===== config.mk =====
export PLATFORM = sky130hd
export DESIGN_NAME = dcmt_ctrl
export DESIGN_NICKNAME = d
export VERILOG_FILES = /design/src/hw/rtl/dcmt_pkg.sv /design/src/hw/rtl/dcmt_ctrl.sv
export SDC_FILE = /design/constraint.sdc
export NUM_CORES = 1
export LEC_CHECK = 0
export ABC_AREA = 1
export ABC_CLOCK_PERIOD_IN_PS = 1600
export BUFFER_PORTS_ARGS = -buffer_cell sky130_fd_sc_hd__buf_2
export CAP_MARGIN = 20
export CORE_AREA = 2 2 39 41
export DETAILED_ROUTE_END_ITERATION = 16
export DIE_AREA = 0 0 41 43
export SYNTH_ARGS = -nofsm -noshare
export SYNTH_HDL_FRONTEND = slang
export SYNTH_SLANG_ARGS = --single-unit

===== constraint.sdc =====
create_clock -name i_clk -period 1.6 [get_ports i_clk]
set_input_delay 0.32 -clock i_clk [delete_from_list [all_inputs] [get_ports i_clk]]
set_output_delay 0.32 -clock i_clk [all_outputs]
set_load 0.05 [all_outputs]

===== src/hw/rtl/dcmt_pkg.sv =====
// shared types and constants for the demand chunk map tracker
`default_nettype none

package dcmt_pkg;

    // table geometry
    localparam int TABLE_SLOTS = 4096;
    localparam int TBL_BITS    = $clog2(TABLE_SLOTS);

    // chunk geometry
    localparam int CHUNK_SHIFT = 16;
    localparam int ADDR_W      = 64;
    localparam int LEN_W       = 22;
    localparam int CHUNK_W     = ADDR_W - CHUNK_SHIFT;
    localparam int KEY_W       = CHUNK_W + 1;
    localparam int CID_W       = 48;

    // span limit per access
    localparam int MAX_SPAN    = 64;
    localparam int IDX_W       = $clog2(MAX_SPAN + 1);

    // multiplicative hash constant and reset limit
    localparam logic [63:0] HASH_MULT       = 64'h9E37_79B9_7F4A_7C15;
    localparam logic [63:0] LOW_LIMIT_RESET = 64'h0000_0001_0000_0000;

    // controller states
    typedef enum logic [2:0] {
        S_CLEAR,
        S_IDLE,
        S_PREP,
        S_DECIDE,
        S_HASH,
        S_READ,
        S_CHECK
    } t_state;

    // kind of result loaded into the output register
    typedef enum logic [2:0] {
        RES_EMPTY,
        RES_BELOW,
        RES_ADDED,
        RES_PRESENT,
        RES_FULL
    } t_res_kind;

    // controller to datapath commands
    typedef struct packed {
        logic      clr_wr;
        logic      load_in;
        logic      prep;
        logic      hash;
        logic      probe_next;
        logic      ins_wr;
        logic      chunk_next;
        logic      out_load;
        t_res_kind out_kind;
    } t_dp_cmd;

    // datapath to controller status
    typedef struct packed {
        logic clr_last;
        logic zero_len;
        logic below;
        logic empty_hit;
        logic key_hit;
        logic probe_last;
        logic is_last;
        logic out_free;
    } t_dp_sts;

endpackage

`default_nettype wire


===== src/hw/rtl/dcmt_ctrl.sv =====
// controller: clearing sweep, request sequencing and probe loop
`default_nettype none

module dcmt_ctrl (
    input  wire logic              i_clk,
    input  wire logic              i_rst_n,
    input  wire logic              i_in_valid,
    output logic                   o_in_ready,
    input  wire dcmt_pkg::t_dp_sts i_sts,
    output dcmt_pkg::t_dp_cmd      o_cmd
);

    dcmt_pkg::t_state r_state;
    dcmt_pkg::t_state n_state;

    // state register
    always_ff @(posedge i_clk) begin
        if (!i_rst_n) begin
            r_state <= dcmt_pkg::S_CLEAR;
        end else begin
            r_state <= n_state;
        end
    end

    // next state and commands
    always_comb begin
        n_state    = r_state;
        o_in_ready = 1'b0;
        o_cmd      = '0;
        o_cmd.out_kind = dcmt_pkg::RES_PRESENT;
        unique case (r_state)
            dcmt_pkg::S_CLEAR: begin
                o_cmd.clr_wr = 1'b1;
                if (i_sts.clr_last) begin
                    n_state = dcmt_pkg::S_IDLE;
                end
            end
            dcmt_pkg::S_IDLE: begin
                o_in_ready = 1'b1;
                if (i_in_valid) begin
                    o_cmd.load_in = 1'b1;
                    n_state       = dcmt_pkg::S_PREP;
                end
            end
            dcmt_pkg::S_PREP: begin
                o_cmd.prep = 1'b1;
                n_state    = dcmt_pkg::S_DECIDE;
            end
            dcmt_pkg::S_DECIDE: begin
                // zero length wins over the limit check
                priority if (i_sts.zero_len) begin
                    if (i_sts.out_free) begin
                        o_cmd.out_load = 1'b1;
                        o_cmd.out_kind = dcmt_pkg::RES_EMPTY;
                        n_state        = dcmt_pkg::S_IDLE;
                    end
                end else if (i_sts.below) begin
                    if (i_sts.out_free) begin
                        o_cmd.out_load = 1'b1;
                        o_cmd.out_kind = dcmt_pkg::RES_BELOW;
                        n_state        = dcmt_pkg::S_IDLE;
                    end
                end else begin
                    n_state = dcmt_pkg::S_HASH;
                end
            end
            dcmt_pkg::S_HASH: begin
                o_cmd.hash = 1'b1;
                n_state    = dcmt_pkg::S_READ;
            end
            dcmt_pkg::S_READ: begin
                // slot read in flight
                n_state = dcmt_pkg::S_CHECK;
            end
            dcmt_pkg::S_CHECK: begin
                priority if (i_sts.empty_hit || i_sts.key_hit || i_sts.probe_last) begin
                    if (i_sts.out_free) begin
                        o_cmd.out_load = 1'b1;
                        priority if (i_sts.empty_hit) begin
                            o_cmd.ins_wr   = 1'b1;
                            o_cmd.out_kind = dcmt_pkg::RES_ADDED;
                        end else if (i_sts.key_hit) begin
                            o_cmd.out_kind = dcmt_pkg::RES_PRESENT;
                        end else begin
                            o_cmd.out_kind = dcmt_pkg::RES_FULL;
                        end
                        if (i_sts.is_last) begin
                            n_state = dcmt_pkg::S_IDLE;
                        end else begin
                            o_cmd.chunk_next = 1'b1;
                            n_state          = dcmt_pkg::S_HASH;
                        end
                    end
                end else begin
                    o_cmd.probe_next = 1'b1;
                    n_state          = dcmt_pkg::S_READ;
                end
            end
            default: begin
                n_state = dcmt_pkg::S_IDLE;
            end
        endcase
    end

endmodule

`default_nettype wire


==> flow_summary.toml <==
[clock_network]
cts-buffers-inserted = 3
ctsHoldBuffers = 0
clk_latency_ns = 0.23
cts_buffer_depth = 2
clockRootBuffer = "clkbuf_4"
cts_tree = "done"
cts.sinks = 3
cts_max_level = 1
path_clk_slew_ns = 0.04

[route]
postRouteWirelength_um = 1260
drc = 0
drt-initial-drc-count = 7
ant_nets = 0
dr.pass1.iters = 4
via_count = 594
wire_per_inst_um = 9.68
via_per_inst = 4.57

[grt]
track_usage = 0.165
grt_pass1_wl_um = 2050
grt.overflow.total = 0
grt_pass1_vias = 553
grt_antenna_before_repair = 0
grt_max_degree = 9

[worst_setup_path]
critical_path.startpoint_type = "flop"
r2r_start = "r_state[1]"
timing.critical_path.mode_cell = "buf_6"
cp-end-kind = "output port"
crit_fanout = 8
max_stage_delay_ns = 0.35
arrival_ns = 1.29
slowest_stage = "dfxtp_4"
crit_path_cell_trace = "buf_6 > or2_4 > nor3_4 > buf_6"
critPathLaunch = "r_state[1]"
crit-reg2reg-capture = "r_state[1]"
reg2reg_slack_ns = 0.28
cp.required_ns = 1.28
setup.worst_path.class = "flop to output port"
endpoint = "o_cmd[9]"
rr_worst_depth = 8

[pwr]
finalPower_uw = 727
irDropWorstVdd_mv = 0.374
leakagePower_uw = 0.000420
power.density_nw_per_um2 = 879

[synth]
post-synth-top-area-cell = "nand2_1"
synth_top_area_frac = 0.156
yosys_warnings = 0
synthMuxAreaShare = 0
avgSynthCellArea_um2 = 5.46
synth_top_family_by_area = "simple AND/OR/NAND/NOR gates"
netlist_area_um2 = 409
syn_inst = 75
synth-compound-area-share = 0.147
synthSimpleGateAreaFrac = 0.523
synth_nets = 86
synth_area_leaders = "nand2_1 (16%), dfxtp_1 (15%), inv_1 (13%), nor2_1 (10%), nand3_1 (8.6%)"
synth-seq-area-share = 0.147
yosys.area_share.xor_xnor = 0
synth_cell_type_count = 19
synth-seq-cells = 3
synth_fa_ha_area_frac = 0

[final_layout]
seq_area_um2 = 68.8
nFillCells = 133
largest_reg_flops = 3
multiInputGateArea_um2 = 365
drive_gt1_frac = 0.588
top_regs = "r_state (3)"
fin_nets = 126
top_register = "r_state"
areaGrowthSynthToFinish_pct = 102
antenna_cells = 0
final_core_util = 0.598

[floorplan]
rows = 14
dieArea_um2 = 1760
core_area_um2 = 1380
start_util = 0.296
die_w_um = 41
io-pin-count = 23
die_h_um = 43

[worst_hold_path]
hold_path.class = "input pin to flop"

[sta]
clock_skew_ns = 0.00352
setup-tns-final_ns = -0.00767
relSlewSlack = 0.657
worst_slew_pin_slew_ns = 0.510
hold_viol = 0
period_share = 1.00
slew_violations = 0
setup_viol = 2
fin_ws_ns = -0.00575
grt_setup_unrepaired = "yes"
fmax_mhz = 623
finalCriticalPeriod_ns = 1.61

[placed_design]
numPortBuffers = 22
dp_hpwl_um = 923
gp_congestion = 0.712
dpl_worst_slack_ns = -0.0489

[run_status]
violations = "negative setup slack"
status = "finished, violations left"

[job]
cap_violations = 0
[placed cells by master (no fill, tap or decap)]
master	count
clkbuf_1	1
nor2_1	4
o21bai_1	1
a32oi_2	1
a21oi_2	1
inv_2	5
o21ai_0	3
nand3_1	6
clkbuf_4	5
dfxtp_4	2
buf_2	10
nor3_4	2
o21ai_2	1
a21oi_1	3
nand2_2	1
nand3_4	3
or2_4	1
nand3b_1	1
buf_4	14
nor2_4	3
dfxtp_2	1
inv_1	12
nor2_2	6
nor3_2	1
nand2_1	16
buf_6	10
[cells in the mapped netlist]
cell type / count
o21bai_1: 1
nor3_1: 2
inv_1: 14
o21ai_0: 4
nand2_1: 17
inv_2: 3
a21oi_1: 3
nand3_4: 1
nor2_1: 11
buf_6: 1
a32oi_1: 1
nand3_1: 7
nand3_2: 1
a21oi_2: 1
nor2_2: 2
nor3_2: 1
dfxtp_1: 3
or2_1: 1
nand3b_1: 1
[kinds of logic (layout without fill, tap and decap cells)]
group | after synthesis | count (layout)
flops | 3 | 3
compound gates | 10 | 10
simple gates | 44 | 44
buf+inv | 18 | 57
[report_power, final]
| part | internal, µW | switching [µW] | total (µW) |
|---|---|---|---|
| registers | 91.4 | 11.6 | 103 |
| logic | 196 | 295 | 490 |
| clock network | 93.5 | 39.8 | 133 |
[stage by stage]
stage | area (µm²) | instances | hold slack (ns)
floorplan | 448 | 75 | 0.477
global placement | 634 | 121 | 0.575
detailed placement | 634 | 121 | 0.580
CTS | 743 | 127 | 0.342
global route | 827 | 130 | 0.351
finish | 827 | 130 | 0.338
[worst min path at each step]
stage / from / end / slack [ns] / depth (start not counted)
after CTS: i_rst_n / r_state[1] / 0.34 / 3
after global routing: i_rst_n / r_state[1] / 0.35 / 3
after global placement: i_rst_n / r_state[1] / 0.57 / 3
after detailed placement: i_rst_n / r_state[1] / 0.58 / 3
final: i_rst_n / r_state[1] / 0.34 / 3
after floorplan: i_rst_n / r_state[1] / 0.48 / 2
[critical path: cells and delay by family, from the launching register on]
| family | cells | cell delay, ns |
|---|---|---|
| buffers and inverters | 2 | 0.31 |
| flip-flops | 1 | 0.35 |
| AND/OR/NAND/NOR | 2 | 0.39 |
[per-layer routing]
| layer | global-route usage | vias up | routed length (µm) |
|---|---|---|---|
| met5 | 0 | - | 0 |
| li1 | - | 313 | - |
| met1 | 0.184 | 259 | 484 |
| met4 | 0.0600 | 0 | 0 |
| met2 | 0.288 | 22 | 705 |
| met3 | 0.0314 | 0 | 69 |
[area by class of cell]
| cell class | count | share of cell area |
|---|---|---|
| clock buffers | 4 | 0.0318 |
| inverters | 17 | 0.0772 |
| multi-input cells | 54 | 0.442 |
| flip-flops and latches | 3 | 0.0832 |
| well taps | 16 | 0.0242 |
| repair buffers | 36 | 0.342 |
[what timing repair did]
action                     CTS  global route
setup buffers                2             3
gates resized for setup     23            18
setup endpoints to repair    9            12
pin swaps                    6             6
(Power assumes the default switching activity.)
